## src/hdl/sct_pkg.sv

```systemverilog
// Package for the sine/cosine series unit: widths, constants, coefficients.
`timescale 1ns / 1ps
package sct_pkg;
  localparam int ANGLE_FRAC_BITS = 24;
  localparam int ANGLE_W = 32;
  localparam int VALUE_W = 32;
  localparam int MAG_W = 33;
  localparam int A_W = 33;
  localparam int WIDE_W = MAG_W + 30 - ANGLE_FRAC_BITS;
  localparam int Q_W = 64;
  localparam int N_STEPS = 8;
  localparam int N_MULS = N_STEPS + 1;
  localparam int STEP_W = 3;
  localparam int QDEPTH = 4;
  localparam int QPTR_W = 2;

  localparam logic [A_W-1:0] PI_Q30 = 33'd3373259426;
  localparam logic [A_W-1:0] HALF_PI_Q30 = 33'd1686629713;
  localparam logic [A_W-1:0] TAU_Q30 = 33'd6746518852;
  localparam logic [31:0] TAU_Q29 = 32'd3373259426;
  localparam logic [31:0] INV_TAU_Q32 = 32'd683565276;
  localparam logic [Q_W-1:0] ONE_Q60 = 64'h1000_0000_0000_0000;

  typedef struct packed {
    logic cosine;
    logic neg;
    logic [A_W-1:0] a;
  } item_t;

  function automatic logic [Q_W-1:0] coef(input logic [3:0] k);
    logic [Q_W-1:0] r;
    case (k)
      4'd0, 4'd1: r = ONE_Q60;
      4'd2: r = ONE_Q60 / 2;
      4'd3: r = ONE_Q60 / 6;
      4'd4: r = ONE_Q60 / 24;
      4'd5: r = ONE_Q60 / 120;
      4'd6: r = ONE_Q60 / 720;
      4'd7: r = ONE_Q60 / 5040;
      4'd8: r = ONE_Q60 / 40320;
      4'd9: r = ONE_Q60 / 362880;
      4'd10: r = ONE_Q60 / 3628800;
      4'd11: r = ONE_Q60 / 39916800;
      4'd12: r = ONE_Q60 / 479001600;
      4'd13: r = ONE_Q60 / 64'd6227020800;
      4'd14: r = ONE_Q60 / 64'd87178291200;
      default: r = ONE_Q60 / 64'd1307674368000;
    endcase
    return r;
  endfunction

  // Sum of the four 32x32 partial products of two magnitudes, >>60 with
  // bits 63,62 cleared, sign applied: a signed Q.60 product
  function automatic logic signed [Q_W-1:0] pp_sum(input logic neg,
                                                   input logic [Q_W-1:0] p00,
                                                   input logic [Q_W-1:0] p01,
                                                   input logic [Q_W-1:0] p10,
                                                   input logic [Q_W-1:0] p11);
    logic [127:0] p;
    logic [Q_W-1:0] r;
    p = {p11, 64'd0} + {32'd0, p01, 32'd0} + {32'd0, p10, 32'd0} + {64'd0, p00};
    r = {2'b00, p[121:60]};
    return neg ? -$signed(r) : $signed(r);
  endfunction
endpackage

```

## src/hdl/sct_front.sv

```systemverilog
// Front end: magnitude, range reduction and quadrant fold, two stages.
`timescale 1ns / 1ps
module sct_front (
  input  logic clk,
  input  logic rst,
  input  logic in_valid,
  output logic in_ready,
  input  logic command,
  input  logic signed [31:0] angle,
  output logic f_valid,
  input  logic f_ready,
  output sct_pkg::item_t f_item
);
  import sct_pkg::*;
  logic s1_valid, s1_cos, s1_negin, s1_red;
  logic [MAG_W-1:0] s1_mag;
  logic [ANGLE_FRAC_BITS+31:0] s1_frac;
  logic [MAG_W-1:0] mag;
  logic [A_W-1:0] a_wide, a, a1, a2;
  logic [63:0] p, f2;
  logic [31:0] f32;
  logic n;
  logic adv1, adv2;

  // only used where the magnitude is at most 2*pi, so it fits A_W bits
  function automatic logic [A_W-1:0] s1_mag_shift(input logic [MAG_W-1:0] m);
    return A_W'(m << (30 - ANGLE_FRAC_BITS));
  endfunction

  assign adv2 = !f_valid || f_ready;
  assign adv1 = !s1_valid || adv2;
  assign in_ready = adv1;

  always_comb begin
    mag = angle[31] ? (MAG_W'(0) - {angle[31], angle}) : {1'b0, angle};
    p = 64'(mag) * 64'(INV_TAU_Q32);
  end

  always_ff @(posedge clk) begin
    if (rst) s1_valid <= 1'b0;
    else if (adv1) s1_valid <= in_valid;
    if (adv1) begin
      s1_cos <= command;
      s1_negin <= angle[31];
      s1_mag <= mag;
      s1_frac <= p[ANGLE_FRAC_BITS+31:0];
      s1_red <= (WIDE_W'(mag) << (30 - ANGLE_FRAC_BITS)) > WIDE_W'(TAU_Q30);
    end
  end

  always_comb begin
    f32 = s1_frac[ANGLE_FRAC_BITS+31:ANGLE_FRAC_BITS];
    f2 = 64'(f32) * 64'(TAU_Q29);
    a_wide = s1_mag_shift(s1_mag);
    a = s1_red ? A_W'(f2 >> 31) : a_wide;
    n = !s1_cos && s1_negin;
    a1 = a;
    if (a > PI_Q30) begin
      a1 = TAU_Q30 - a;
      if (!s1_cos) n = !n;
    end
    a2 = a1;
    if (a1 > HALF_PI_Q30) begin
      a2 = PI_Q30 - a1;
      if (s1_cos) n = !n;
    end
  end

  always_ff @(posedge clk) begin
    if (rst) f_valid <= 1'b0;
    else if (adv2) f_valid <= s1_valid;
    if (adv2) f_item <= '{cosine: s1_cos, neg: n, a: a2};
  end
endmodule

```

## config.mk

```make
export PLATFORM = sky130hd
export DESIGN_NAME = sct_front
export DESIGN_NICKNAME = d
export VERILOG_FILES = /design/src/hdl/sct_pkg.sv /design/src/hdl/sct_front.sv
export SDC_FILE = /design/constraint.sdc
export NUM_CORES = 2
export LEC_CHECK = 0
export BUFFER_PORTS_ARGS = -buffer_cell sky130_fd_sc_hd__buf_2
export CAP_MARGIN = 20
export CORE_UTILIZATION = 30
export DETAILED_ROUTE_END_ITERATION = 7
export PLACE_DENSITY = 0.55
export SYNTH_ARGS = -nofsm -noshare
export SYNTH_HDL_FRONTEND = slang
export SYNTH_SLANG_ARGS = --single-unit
```

## constraint.sdc

```tcl
create_clock -name clk -period 11.05 [get_ports clk]
set_input_delay 1.6575 -clock clk [delete_from_list [all_inputs] [get_ports clk]]
set_output_delay 1.6575 -clock clk [all_outputs]
set_load 0.02 [all_outputs]
```

==> metrics.csv <==
metric,value,unit
cts_tree,built,
cpMaxStageDelayCell,fa_1,
clock.fmax,94.9,MHz
synth_edf_count,97,
drtIter0Drc,1867,
antennaDiodeCount,0,
worstSkewPairLatency,0.41,ns
setup_viol,0,
crit_fanout,7,
syn_to_final_growth,9.71,%
clock_skew,0.0199,ns
ys_ff_latch,99,
antenna_found_initial,5,
drive_gt1_frac,0.0723,
end_kind,register,
routed_wl,109,mm
multi_input_area,31300,µm²
max_stage_delay,0.64,ns
grt_pass1_vias,29500,
crit_required,11.20,ns
slew_viol_final,0,
dr.pass1.iters,7,
crit_type,reg2reg,
wl_per_cell,18.8,µm
synth_area,38700,µm²
hold-worst-slack,0.477,ns
nFillCells,13200,
yosysTopAreaCellShare,0.376,
synthCells,3967,
maxCapViolCount,0,
syn_area_per_cell,9.75,µm²
hold_end,f_item[34]$_DFFE_PP_,
status,completed,
setup_tns,0,ns
numCtsBuffers,9,
synthFlopType,edfxtp_1,
cts_root_buf,clkbuf_16,
cts.htree.levels,3,
fin_crit_sh,0.953,
viasPerCell,4.78,
drc_errors,0,
hpwl,97.7,mm
gr-total-overflow,0,
grt_max_degree,66,
fp.dieW,361,µm
finalCriticalPeriod,10.53,ns
postRouteAntennaNets,0,
critPathLaunchType,register,
groute.usage.overall,0.171,
num_rows,131,
tightest_slew,0.992,ns
ff2ff_path_depth,36,
yosys_warnings,0,
maxSlewHeadroom,0.334,
worstPathArrival,10.68,ns
layout.nets,5596,
port_buffers,73,
synth_cell_types,100,
synth_top_area_cell,fa_1,
path_clk_slew,0.09,ns
hold_class,reg2reg,
timing.critical_path.mode_cell,fa_1,
ys_top_cells_by_area,"fa_1 38%, ha_1 22%, inv_1 11%",
holdPathStages,0,
worst_hold_startpoint,s1_cos$_DFFE_PP_,
core_area,128000,µm²
place_congestion,0.937,
grt_first_pass_wirelength,172,mm
vias,27800,
io_pins,74,
cts.sink_count,99,
rsz0062_at_grt,no,
r2r-end,f_item[24]$_DFFE_PP_,
die_area,130000,µm²
stdcell_count,5813,
worstReg2RegStart,s1_frac[35]$_DFFE_PP_,
start_util,0.303,
cts_buffer_depth,2,
regArea,2950,µm²
synthArstFlopShare,0,
reg2reg_slack,0.52,ns
final_hold_viol_count,0,
dp.cells,5744,
die_height,361,µm
synth_seq_area_share,0.0764,
[logic make-up after synthesis]
kind of cell / synth area share
AOI/OAI and AO/OA: 0.0938
and+or+nand+nor: 0.0788
xor gates and xnor gates: 0.0290
buffers and inverters: 0.118
DFF: 0.0764
adders and majority gates: 0.598
other: 0.000194
muxes: 0.00544
[cells in the mapped netlist, types with 13 or more instances]
library cell,number
a211oi_1,29
nand2_1,139
nor2b_1,22
nand2b_1,19
xnor2_1,86
o31ai_1,15
nor2_1,121
xor2_1,42
a21oi_1,122
a31oi_1,13
and2_1,18
nor3_1,59
nor4_1,13
nand4_1,30
inv_1,1155
or3_1,17
o21ai_1,14
ha_1,687
edfxtp_1,97
fa_1,726
o21ai_0,85
clkbuf_1,40
and3_1,31
nand3_1,47
a21o_1,46
o211ai_1,13
o21a_1,29
[cell type report]
type	instances	area share
Clock buffer	9	0.00531
Clock inverter	7	0.00171
Inverter	1155	0.102
Multi-Input combinational cell	2668	0.737
Sequential cell	99	0.0696
Tap cell	1662	0.0490
Timing Repair Buffer	213	0.0352
[worst max-delay path: cells and delay by family (launching register included)]
kind	cells	cell delay [ns]
and+or+nand+nor	10	2.25
buffers and inverters	7	0.77
DFF	1	0.51
adders and majority gates	10	4.38
xor gates and xnor gates	1	0.09
AOI/OAI and AO/OA	8	2.25
[how the worst max path moves through the flow]
stage | startpoint | endpoint | slack (ns) | cells after the start
2_1_floorplan | angle[7] | s1_frac[55]$_DFFE_PP_ | 1.27 | 30
3_3_place_gp | s1_frac[36]$_DFFE_PP_ | f_item[13]$_DFFE_PP_ | 0.08 | 28
3_5_place_dp | s1_frac[36]$_DFFE_PP_ | f_item[24]$_DFFE_PP_ | 0.08 | 34
4_1_cts | s1_frac[36]$_DFFE_PP_ | f_item[24]$_DFFE_PP_ | 0.006 | 34
5_1_grt | s1_frac[28]$_DFFE_PP_ | f_item[1]$_DFFE_PP_ | 0.01 | 33
6_report | s1_frac[35]$_DFFE_PP_ | f_item[24]$_DFFE_PP_ | 0.52 | 36
[through the flow]
stage	util	setup slack, ns	instance area [µm²]
finish	0.332	0.517	42400
CTS	0.328	0.00617	41900
floorplan	-	1.27	38700
global placement	0.326	0.0801	41600
detailed placement	0.326	0.0785	41600
global route	0.332	0.0105	42400
[layout by cell type, fill, tap and decap left out, drive strengths merged, types with 11 or more instances in the layout]
cell type	n
o211ai	14
a31oi	13
nand2b	19
nand2	139
nor3	61
and2	18
nand3	47
xor2	42
a221oi	16
o31ai	16
a21oi	125
buf	213
o21ai	99
o21a	29
nor2b	22
nand4	31
edfxtp	97
and3	31
a21o	46
or3	17
mux2i	12
nor2	121
a21boi	13
inv	1155
conb	11
xnor2	86
ha	687
nor4	18
or2	12
a211oi	36
fa	726
[what timing repair did]
| action | 4_1_cts | 5_1_grt |
|---|---|---|
| hold buffers | 0 | 0 |
| buffers inserted | 0 | 53 |
| setup endpoints to repair | 0 | 33 |
| resized for setup | 0 | 15 |
[registers in the layout, indices dropped and copies added, names as in the netlist]
register / cells
f_item: 35
s1_cos: 1
f_valid: 1
s1_frac: 32
s1_red: 1
s1_mag: 27
s1_negin: 1
s1_valid: 1
[layer usage]
| metal | up-vias | part of all wire | GRT usage |
|---|---|---|---|
| met2 | 728 | 0.46 | 0.283 |
| met1 | 13900 | 0.47 | 0.240 |
| li1 | 13000 | - | - |
| met4 | 0 | 0.023 | 0.0421 |
| met3 | 123 | 0.046 | 0.0164 |
| met5 | - | 0 | 0 |
Power is left out: the tool's default activity adds up to more than one toggle a clock period on the data nets, which glitch-free logic cannot reach.
