[src/hdl/sct_pkg.sv]
// Package for the sine/cosine series unit: widths, constants, coefficients.
`timescale 1ns / 1ps
package sct_pkg;
  localparam int ANGLE_FRAC_BITS = 24;
  localparam int ANGLE_W = 32;
  localparam int VALUE_W = 32;
  localparam int MAG_W = 33;
  localparam int A_W = 33;
  localparam int WIDE_W = MAG_W + 30 - ANGLE_FRAC_BITS;
  localparam int Q_W = 64;
  localparam int N_STEPS = 8;
  localparam int N_MULS = N_STEPS + 1;
  localparam int STEP_W = 3;
  localparam int QDEPTH = 4;
  localparam int QPTR_W = 2;

  localparam logic [A_W-1:0] PI_Q30 = 33'd3373259426;
  localparam logic [A_W-1:0] HALF_PI_Q30 = 33'd1686629713;
  localparam logic [A_W-1:0] TAU_Q30 = 33'd6746518852;
  localparam logic [31:0] TAU_Q29 = 32'd3373259426;
  localparam logic [31:0] INV_TAU_Q32 = 32'd683565276;
  localparam logic [Q_W-1:0] ONE_Q60 = 64'h1000_0000_0000_0000;

  typedef struct packed {
    logic cosine;
    logic neg;
    logic [A_W-1:0] a;
  } item_t;

  function automatic logic [Q_W-1:0] coef(input logic [3:0] k);
    logic [Q_W-1:0] r;
    case (k)
      4'd0, 4'd1: r = ONE_Q60;
      4'd2: r = ONE_Q60 / 2;
      4'd3: r = ONE_Q60 / 6;
      4'd4: r = ONE_Q60 / 24;
      4'd5: r = ONE_Q60 / 120;
      4'd6: r = ONE_Q60 / 720;
      4'd7: r = ONE_Q60 / 5040;
      4'd8: r = ONE_Q60 / 40320;
      4'd9: r = ONE_Q60 / 362880;
      4'd10: r = ONE_Q60 / 3628800;
      4'd11: r = ONE_Q60 / 39916800;
      4'd12: r = ONE_Q60 / 479001600;
      4'd13: r = ONE_Q60 / 64'd6227020800;
      4'd14: r = ONE_Q60 / 64'd87178291200;
      default: r = ONE_Q60 / 64'd1307674368000;
    endcase
    return r;
  endfunction

  // Sum of the four 32x32 partial products of two magnitudes, >>60 with
  // bits 63,62 cleared, sign applied: a signed Q.60 product
  function automatic logic signed [Q_W-1:0] pp_sum(input logic neg,
                                                   input logic [Q_W-1:0] p00,
                                                   input logic [Q_W-1:0] p01,
                                                   input logic [Q_W-1:0] p10,
                                                   input logic [Q_W-1:0] p11);
    logic [127:0] p;
    logic [Q_W-1:0] r;
    p = {p11, 64'd0} + {32'd0, p01, 32'd0} + {32'd0, p10, 32'd0} + {64'd0, p00};
    r = {2'b00, p[121:60]};
    return neg ? -$signed(r) : $signed(r);
  endfunction
endpackage

[src/hdl/sct_queue.sv]
// Short FIFO between the front end and the series evaluator.
`timescale 1ns / 1ps
module sct_queue (
  input  logic clk,
  input  logic rst,
  input  logic w_valid,
  output logic w_ready,
  input  sct_pkg::item_t w_item,
  output logic r_valid,
  input  logic r_ready,
  output sct_pkg::item_t r_item
);
  import sct_pkg::*;
  item_t mem [QDEPTH];
  logic [QPTR_W-1:0] wp, rp;
  logic [QPTR_W:0] cnt;
  logic wr, rd;

  assign w_ready = cnt != (QPTR_W+1)'(QDEPTH);
  assign r_valid = cnt != '0;
  assign r_item = mem[rp];
  assign wr = w_valid && w_ready;
  assign rd = r_valid && r_ready;

  always_ff @(posedge clk) begin
    if (rst) begin
      wp <= '0; rp <= '0; cnt <= '0;
    end else begin
      if (wr) wp <= wp + 1'b1;
      if (rd) rp <= rp + 1'b1;
      cnt <= cnt + (QPTR_W+1)'(wr) - (QPTR_W+1)'(rd);
    end
    if (wr) mem[wp] <= w_item;
  end
endmodule

[config.mk]
export PLATFORM = sky130hd
export DESIGN_NAME = sct_queue
export DESIGN_NICKNAME = d
export VERILOG_FILES = /design/src/hdl/sct_pkg.sv /design/src/hdl/sct_queue.sv
export SDC_FILE = /design/constraint.sdc
export NUM_CORES = 1
export LEC_CHECK = 0
export ABC_CLOCK_PERIOD_IN_PS = 3000
export BUFFER_PORTS_ARGS = -buffer_cell sky130_fd_sc_hd__buf_2
export CAP_MARGIN = 20
export CORE_MARGIN = 2
export CORE_UTILIZATION = 57
export CTS_CLUSTER_DIAMETER = 80
export DETAILED_ROUTE_END_ITERATION = 12
export GPL_TIMING_DRIVEN = 0
export PLACE_DENSITY = 0.81
export SLEW_MARGIN = 30
export SYNTH_ARGS = -nofsm -noshare
export SYNTH_HDL_FRONTEND = slang
export SYNTH_SLANG_ARGS = --single-unit
[constraint.sdc]
create_clock -name clk -period 3 [get_ports clk]
set_clock_uncertainty 0.15 [all_clocks]
set_input_delay 0.15 -clock clk [delete_from_list [all_inputs] [get_ports clk]]
set_output_delay 0.15 -clock clk [all_outputs]
set_load 0.005 [all_outputs]
==> results of run 1 <==
-- through the flow --
step	power (W)	area (µm²)
3_3_place_gp	0.003951	6108
6_report	0.005920	7144
5_1_grt	0.006207	7144
4_1_cts	0.005996	7144
2_1_floorplan	0.003519	5572
3_5_place_dp	0.004035	6216
-- final timing paths --
check             cells after the start        from  slack, ns          to
setup reg to reg                     11      cnt[1]       0.53      cnt[2]
hold / removal                        2  w_item[32]       0.24  mem[2][32]
hold reg to reg                       2       wp[1]       0.38       wp[1]
setup / recovery                     11      cnt[1]       0.53      cnt[2]
-- Yosys cell counts, types with 2 or more instances --
library cell  number  share of area [%]
nor2_1             8               0.54
dfxtp_1            9                3.2
inv_1              5               0.34
mux4_1             5                2.4
ha_1               6                1.3
nand2b_1           2               0.22
edfxtp_1         140                 75
and2_1             5               0.56
mux4_2            30                 12
buf_2              3               0.27
xor2_1             2               0.31
buf_12             3                1.1
-- kinds of logic after synthesis --
family / Yosys count / share of synthesized area, %
flip-flops: 149 / 78.69
AO/OA/AOI/OAI: 3 / 0.5165
multiplexers: 37 / 14.87
buffers and inverters: 14 / 2.043
AND/OR/NAND/NOR: 19 / 1.707
adder cells (fa/ha/maj): 7 / 1.707
XOR/XNOR: 3 / 0.4717
-- state kept, by name (all words and copies together), names as in the netlist, named ones only --
register	count
cnt	3
rp	2
mem	140
wp	2
-- routing by layer --
layer,vias to the layer above,global-route usage [%],part of all wire [%]
met5,-,0,0
met4,0,7.085,0.61
met3,4,6.237,4.8
met2,67,31.42,54
met1,1372,23.99,41
li1,1239,-,-
-- where the power goes --
group	switching, W	internal (W)
Sequential	0.0000863	0.00255
Combinational	0.000614	0.000750
Clock	0.000810	0.00111
-- area by class of cell --
cell class	instances	area [µm²]
flip-flops and latches	149	4384
fillers	581	2495
plain buffers	9	95.09
repair buffers	116	853.3
clock buffers	18	417.9
inverters	5	18.77
well taps	133	166.4
clock inverters	14	130.1
multi-input cells	69	1079
==> impl_metrics.py, run 1 <==
metrics = {
    "run_status": {
        "status": "finished clean",
    },
    "grt": {
        "grt_pass1_vias": 2783,
        "grt_pass1_wl_mm": 14.18,
        "grt_overflow": 0,
        "grt.total_usage_pct": 19.07,
        "antenna_found_initial": 0,
        "grt_max_degree": 24,
    },
    "timing": {
        "tightest_slew_ns": 0.5604,
        "slew-limit-headroom_pct": 62.64,
        "drv_slew": 0,
        "hold_viol": 0,
        "fin_crit_sh_pct": 82.32,
        "finalWorstPathRequiredPeriod_ns": 2.470,
        "clock.fmax_mhz": 404.9,
        "hold_slack_ns": 0.2372,
        "finalWorstSetupSlack_ns": 0.5304,
        "rsz0062_at_grt": "no",
        "setup_viol": 0,
        "fin_setup_tns_ns": 0,
    },
    "job": {
        "max_cap_violations": 0,
    },
    "routing": {
        "num_vias": 2682,
        "ant_nets": 0,
        "wl_per_cell_um": 18.53,
        "route.detailed.drc": 0,
        "via_per_inst": 5.228,
        "drt_iter0_markers": 121,
        "wirelength_mm": 9.504,
        "drt-pass1-iter-count": 6,
    },
    "die": {
        "die_y_um": 102.9,
        "core-area_um2": 9639,
        "start_util_pct": 57.80,
        "dieArea_um2": 10580,
        "io_pins": 76,
        "die_w_um": 102.9,
        "rows": 36,
    },
    "clocking": {
        "cts-root-buf": "clkbuf_8",
        "clock-sinks": 149,
        "clock_path_buffers": 2,
        "ctsResizeCount": 0,
        "cts_tree": "done",
        "cts_htree_levels": 4,
        "postCtsHoldBufs": 38,
        "cts_setup_buffers": 0,
        "numCtsBuffers": 17,
        "clk_pin_slew_worst_paths_ns": 0.06,
        "clock_latency_ns": 0.51,
    },
    "yosys": {
        "ys_seq_elements": 149,
        "async_flop_share_pct": 0,
        "avgSynthCellArea_um2": 24.02,
        "yosys_warnings": 0,
        "synth_ff_type": "edfxtp_1",
        "syn_nets": 278,
        "yosysSeqAreaShare_pct": 78.69,
        "syn_area_um2": 5572,
        "post_synth_num_cell_types": 26,
        "syn_inst": 232,
        "synth-edff-count": 140,
    },
    "worst_setup_path": {
        "cp_slowest_cell": "dfxtp_1",
        "slowest_delay_ns": 0.45,
        "arrival_ns": 2.75,
        "worstSetupEndpointType": "flip-flop",
        "cp-start-kind": "flip-flop",
        "critPathTopFamily": "adder cells",
        "critPathKind": "flip-flop to flip-flop",
        "worst-path-buf-inv": 3,
        "cp.required_ns": 3.29,
        "path_cells": "nor2_1, a21boi_2, inv_1, ha_1, inv_1, ha_1, inv_1, fa_1, xor2_1, and2_1, nor3_1",
        "cp_max_fo": 7,
        "cp_common_cell": "inv_1",
    },
    "layout": {
        "final_common_cell": "edfxtp_1",
        "finalNonFillerCells": 513,
        "n_antenna_cell": 0,
        "mostFrequentLayoutCells": "edfxtp_1, buf_2, dlygate4sd3_1",
        "areaGrowthSynthToFinish_pct": 28.23,
        "layout.nets": 413,
        "fin_util_pct": 74.12,
        "drive_gt1_share_pct": 40.00,
    },
    "pwr": {
        "ir_drop_mv": 0.4489,
        "p_leak_nw": 2.495,
        "p_per_area_nw_per_um2": 828.6,
    },
    "min_path": {
        "hp-class": "primary input to flip-flop",
    },
    "placement": {
        "port_buffers": 74,
        "placed_cells": 443,
        "place_hpwl_mm": 5.643,
        "dp_slack_ns": 0.5200,
        "routabilityCongestion": 0.6652,
    },
}
Note: power is estimated with default switching activity, not from simulation.
==> run 2: changes to the inputs <==
Settings changed: ABC_CLOCK_PERIOD_IN_PS 3000 to 2440.
Clock period 3 ns to 2.44 ns, I/O delays scaled along.
==> impl_metrics.py, run 2 (synthesized netlist as in run 1, its figures left out) <==
metrics = {
    "run_status": {
        "status": "finished clean",
    },
    "timing": {
        "setup_viol": 0,
        "hold_slack_ns": 0.2109,
        "tightest_slew_ns": 0.5561,
        "slew-limit-headroom_pct": 62.93,
        "finalWorstSetupSlack_ns": 0.2289,
        "drv_slew": 0,
        "hold_viol": 0,
        "fin_crit_sh_pct": 90.62,
        "finalWorstPathRequiredPeriod_ns": 2.211,
        "clock.fmax_mhz": 452.3,
        "rsz0062_at_grt": "no",
    },
    "clocking": {
        "numCtsBuffers": 17,
        "clock_path_buffers": 2,
        "cts_tree": "done",
        "clock_latency_ns": 0.51,
        "cts_htree_levels": 4,
        "clock-sinks": 149,
        "clk_pin_slew_worst_paths_ns": 0.06,
        "cts-root-buf": "clkbuf_8",
    },
    "layout": {
        "n_antenna_cell": 0,
        "regMostFlops": "mem",
        "drive_gt1_share_pct": 40.68,
        "top_regs": "mem (140), cnt (3)",
        "final_common_cell": "edfxtp_1",
        "fin_area_um2": 7154,
        "areaGrowthSynthToFinish_pct": 28.41,
        "largest_reg_flops": 140,
        "fin_util_pct": 74.22,
        "layout.nets": 414,
        "mostFrequentLayoutCells": "edfxtp_1, buf_2, dlygate4sd3_1",
        "finalNonFillerCells": 514,
    },
    "worst_setup_path": {
        "cp.required_ns": 2.73,
        "arrival_ns": 2.50,
        "regToRegStartpoint": "cnt[1]",
        "worstSetupEndpointType": "flip-flop",
        "r2r_cells": 11,
        "cp_max_fo": 7,
        "rr_endpoint": "cnt[2]",
        "reg2reg_slack_ns": 0.23,
        "cp-start-kind": "flip-flop",
        "critPathKind": "flip-flop to flip-flop",
    },
    "grt": {
        "grt_overflow": 0,
        "grt_max_degree": 24,
        "grt.total_usage_pct": 19.13,
        "grt_pass1_vias": 2796,
        "antenna_found_initial": 0,
        "grt_pass1_wl_mm": 14.21,
    },
    "placement": {
        "routabilityCongestion": 0.6652,
        "placed_cells": 443,
        "port_buffers": 74,
        "dp_slack_ns": -0.04001,
        "dpl-instance-area_um2": 6216,
        "place_hpwl_mm": 5.643,
    },
    "pwr": {
        "p_per_area_nw_per_um2": 1019,
        "pwr-share-clk_pct": 32.3,
        "power.switching_w": 0.001862,
        "p_sw_share_pct": 25.53,
        "ir_drop_mv": 0.5678,
        "p_seq_share_pct": 44.6,
        "p_leak_nw": 2.500,
        "p_int_w": 0.005431,
        "power_frac_comb_pct": 23.1,
    },
    "routing": {
        "wirelength_mm": 9.486,
        "route.detailed.drc": 0,
        "wl_met3_um": 520,
        "dr_wl_met2_mm": 5.108,
        "drt_iter0_markers": 116,
        "wl_per_cell_um": 18.46,
        "drt-pass1-iter-count": 5,
        "top_layer_used": "met4",
        "ant_nets": 0,
        "num_vias": 2684,
        "via_per_inst": 5.222,
        "wl_met1_mm": 3.804,
    },
    "die": {
        "rows": 36,
        "core-area_um2": 9639,
        "dieArea_um2": 10580,
        "io_pins": 76,
        "die_w_um": 102.9,
        "die_y_um": 102.9,
        "start_util_pct": 57.80,
    },
    "min_path": {
        "worst_hold_path.num_cells": 2,
        "worstHoldStart": "w_item[32]",
        "hp-class": "primary input to flip-flop",
        "min_to": "mem[2][32]",
    },
    "job": {
        "max_cap_violations": 0,
    },
}
run 2: changes by cell type in the layout (fill, tap and decap cells not counted):
cell | before | now
dfxtp_1 | 9 | 7
dfxtp_2 | 0 | 2
buf_4 | 0 | 1
run 2: final cells by class:
cell class                      count  area (µm²)
Timing Repair Buffer              117       860.8
Buffer                              9       95.09
Tap cell                          133       166.4
Multi-Input combinational cell     69        1079
Sequential cell                   149        4387
Fill cell                         581        2485
Clock inverter                     14       130.1
Inverter                            5       18.77
Clock buffer                       18       417.9
run 2: per-layer routing:
metal	track usage [%]	up-vias
met5	0	-
met4	7.085	0
met3	6.237	4
met2	31.62	77
met1	23.99	1360
li1	-	1243
run 2: power by group through the flow:
stage               Sequential, W  Combinational [W]  Clock, W
floorplan                 0.00327            0.00105         0
global placement          0.00329            0.00156         0
detailed placement        0.00330            0.00166         0
CTS                       0.00325            0.00173   0.00240
global route              0.00328            0.00186   0.00250
finish                    0.00325            0.00169   0.00236
run 2: what timing repair did:
action,4_1_cts,5_1_grt
gates resized for setup,0,2
hold buffers,38,0
pin swaps,1,0
endpoints found under the setup margin,1,1
buffers inserted,1,0
endpoints found under the hold margin,149,0
run 2: per-stage QoR:
stage                      TNS, ns  power (W)
final                            0   0.007293
after global routing             0   0.007645
after CTS                        0   0.007379
after detailed placement  -0.04001   0.004961
after global placement      -64.45   0.004858
after floorplan                  0   0.004327
run 2: worst max-delay path: stages, from the launching register on:
cell and delay (ns):
dfxtp_2 0.39, nor2_1 0.09, a21boi_2 0.14, inv_1 0.06, ha_1 0.28, inv_1 0.05
ha_1 0.12, inv_1 0.04, fa_1 0.36, xor2_1 0.16, and2_1 0.16, nor3_1 0.11
run 2: how the worst max path moves through the flow:
stage	startpoint	end	slack (ns)	depth (start not counted)
global route	cnt[1]	cnt[2]	0.03	11
CTS	cnt[1]	cnt[2]	0.12	11
detailed placement	cnt[1]	cnt[2]	-0.04	11
global placement	cnt[1]	mem[0][21]	-0.47	3
floorplan	cnt[1]	cnt[2]	0.16	11
finish	cnt[1]	cnt[2]	0.23	11
==> run 3: changes to the inputs <==
Settings changed: ABC_CLOCK_PERIOD_IN_PS 2440 to unset, BUFFER_PORTS_ARGS -buffer_cell sky130_fd_sc_hd__buf_2 to unset, CORE_UTILIZATION 57 to 62, DONT_BUFFER_PORTS set to 1, HOLD_SLACK_MARGIN set to 0.08, PLACE_DENSITY 0.81 to 0.8.
==> impl_metrics.py, run 3 (synthesized netlist as in run 1, its figures left out) <==
metrics = {
    "clocking": {
        "clock_latency_ns": 0.50,
        "clk_pin_slew_worst_paths_ns": 0.06,
        "numCtsBuffers": 17,
        "cts_tree": "done",
        "clock_path_buffers": 2,
        "cts_htree_levels": 4,
        "clock-sinks": 149,
        "cts-root-buf": "clkbuf_8",
    },
    "grt": {
        "grt_max_degree": 24,
        "antenna_found_initial": 0,
        "grt_pass1_vias": 2603,
        "grt_busiest_layer": "met2",
        "met1_usage_pct": 24.49,
        "grt_overflow": 0,
        "grt_pass1_wl_mm": 13.70,
        "grt.total_usage_pct": 19.26,
        "use_met3_pct": 6.312,
        "grt_use_met2_pct": 31.60,
    },
    "timing": {
        "finalWorstSetupSlack_ns": 0.1827,
        "setup_viol": 0,
        "slew-limit-headroom_pct": 56.93,
        "hold_viol": 0,
        "finalWorstPathRequiredPeriod_ns": 2.257,
        "clock.fmax_mhz": 443.0,
        "tightest_slew_ns": 0.6460,
        "fin_crit_sh_pct": 92.51,
        "rsz0062_at_grt": "no",
        "drv_slew": 0,
    },
    "pwr": {
        "p_total_w": 0.007075,
        "pwr-share-clk_pct": 33.9,
        "p_leak_nw": 2.251,
        "p_per_area_nw_per_um2": 1041,
        "p_seq_share_pct": 45.9,
        "p_int_w": 0.005266,
        "p_sw_share_pct": 25.57,
        "ir_drop_mv": 0.5950,
        "power.switching_w": 0.001809,
        "power_frac_comb_pct": 20.2,
    },
    "worst_setup_path": {
        "arrival_ns": 2.53,
        "cp_max_fo": 7,
        "startpoint": "cnt[1]",
        "reg2reg_slack_ns": 0.18,
        "r2r_cells": 9,
        "cp-start-kind": "flip-flop",
        "critPathKind": "flip-flop to flip-flop",
        "rr_endpoint": "cnt[2]",
        "worstSetupEndpointType": "flip-flop",
        "cp.required_ns": 2.71,
        "endpoint": "cnt[2]",
        "regToRegStartpoint": "cnt[1]",
    },
    "die": {
        "core-area_um2": 8721,
        "rows": 34,
        "die_y_um": 98.80,
        "dieArea_um2": 9760,
        "die_w_um": 98.80,
        "start_util_pct": 63.89,
        "io_pins": 76,
    },
    "routing": {
        "drt-pass1-iter-count": 4,
        "route.detailed.drc": 0,
        "drt_iter0_markers": 130,
        "wirelength_mm": 8.690,
        "num_vias": 2445,
        "via_per_inst": 5.863,
        "wl_per_cell_um": 20.84,
        "ant_nets": 0,
    },
    "layout": {
        "fillers": 443,
        "largest_reg_flops": 140,
        "final_common_cell": "edfxtp_1",
        "n_antenna_cell": 0,
        "layout.nets": 342,
        "mostFrequentLayoutCells": "edfxtp_1, dlygate4sd3_1, mux4_2",
        "drive_gt1_share_pct": 26.86,
        "finalNonFillerCells": 417,
        "top_regs": "mem (140), cnt (3)",
        "regMostFlops": "mem",
        "areaGrowthSynthToFinish_pct": 22.03,
    },
    "placement": {
        "placed_cells": 345,
        "place_hpwl_mm": 5.098,
        "port_buffers": 0,
        "routabilityCongestion": 0.7043,
        "dp_slack_ns": -0.08830,
    },
    "run_status": {
        "status": "finished clean",
    },
    "min_path": {
        "hp-class": "primary input to flip-flop",
    },
    "job": {
        "max_cap_violations": 0,
    },
}
run 3: what timing repair did:
| action | 4_1_cts | 5_1_grt |
|---|---|---|
| endpoints found under the setup margin | 1 | 1 |
| resized for setup | 0 | 3 |
| hold endpoints to repair | 149 | 0 |
| pin swaps | 1 | 0 |
| hold buffers | 39 | 0 |
| buffers inserted | 1 | 0 |
run 3: how the worst min path moves through the flow:
stage                     slack [ns]  depth (start not counted)        from          to
final                           0.17                          1  w_item[20]  mem[0][20]
after global routing            0.15                          1   w_item[3]   mem[3][3]
after CTS                       0.14                          1  w_item[14]  mem[1][14]
after detailed placement        0.07                          0  w_item[32]  mem[3][32]
after global placement          0.07                          0  w_item[22]  mem[2][22]
after floorplan                 0.07                          0   w_item[0]   mem[0][0]
run 3: area by class of cell:
type / count / area (µm²) / share of cell area, %
tap: 108 / 135.1 / 1.987
timing repair buffer: 45 / 520.5 / 7.656
multi-input combinational: 69 / 1079 / 15.86
clock inverter: 15 / 147.6 / 2.172
inverter: 5 / 18.77 / 0.2760
sequential: 149 / 4389 / 64.56
buffer: 9 / 95.09 / 1.399
clock buffer: 17 / 414.1 / 6.091
run 3: power groups by stage:
stage | registers, W | logic, W | clock network, W
after CTS | 0.00325 | 0.00147 | 0.00245
after detailed placement | 0.00330 | 0.00138 | 0
after global routing | 0.00328 | 0.00157 | 0.00255
final | 0.00325 | 0.00143 | 0.00240
after global placement | 0.00330 | 0.00128 | 0
after floorplan | 0.00327 | 0.00105 | 0
run 3: worst max-delay path, cell delays in order (launching register included):
cell     delay [ns]
dfxtp_4        0.37
o31a_1         0.33
ha_1           0.28
inv_1          0.05
ha_1           0.13
inv_1          0.05
fa_1           0.37
xor2_1         0.16
and2_1         0.16
nor3_1         0.14
run 3: metrics by stage:
stage	hold WS [ns]	cell area [µm²]	utilization (%)	setup TNS (ns)
6_report	0.1714	6799	77.96	0
3_5_place_dp	0.07098	5834	66.90	-0.08830
4_1_cts	0.1408	6794	77.91	0
5_1_grt	0.1525	6799	77.96	0
3_3_place_gp	0.07102	5707	65.44	-63.41
2_1_floorplan	0.07087	5572	-	0
run 3: routing by layer:
layer	vias to the layer above	part of all wire, %
li1	1104	-
met1	1261	41
met2	76	52
met3	4	6.0
met4	0	0.58
met5	-	0
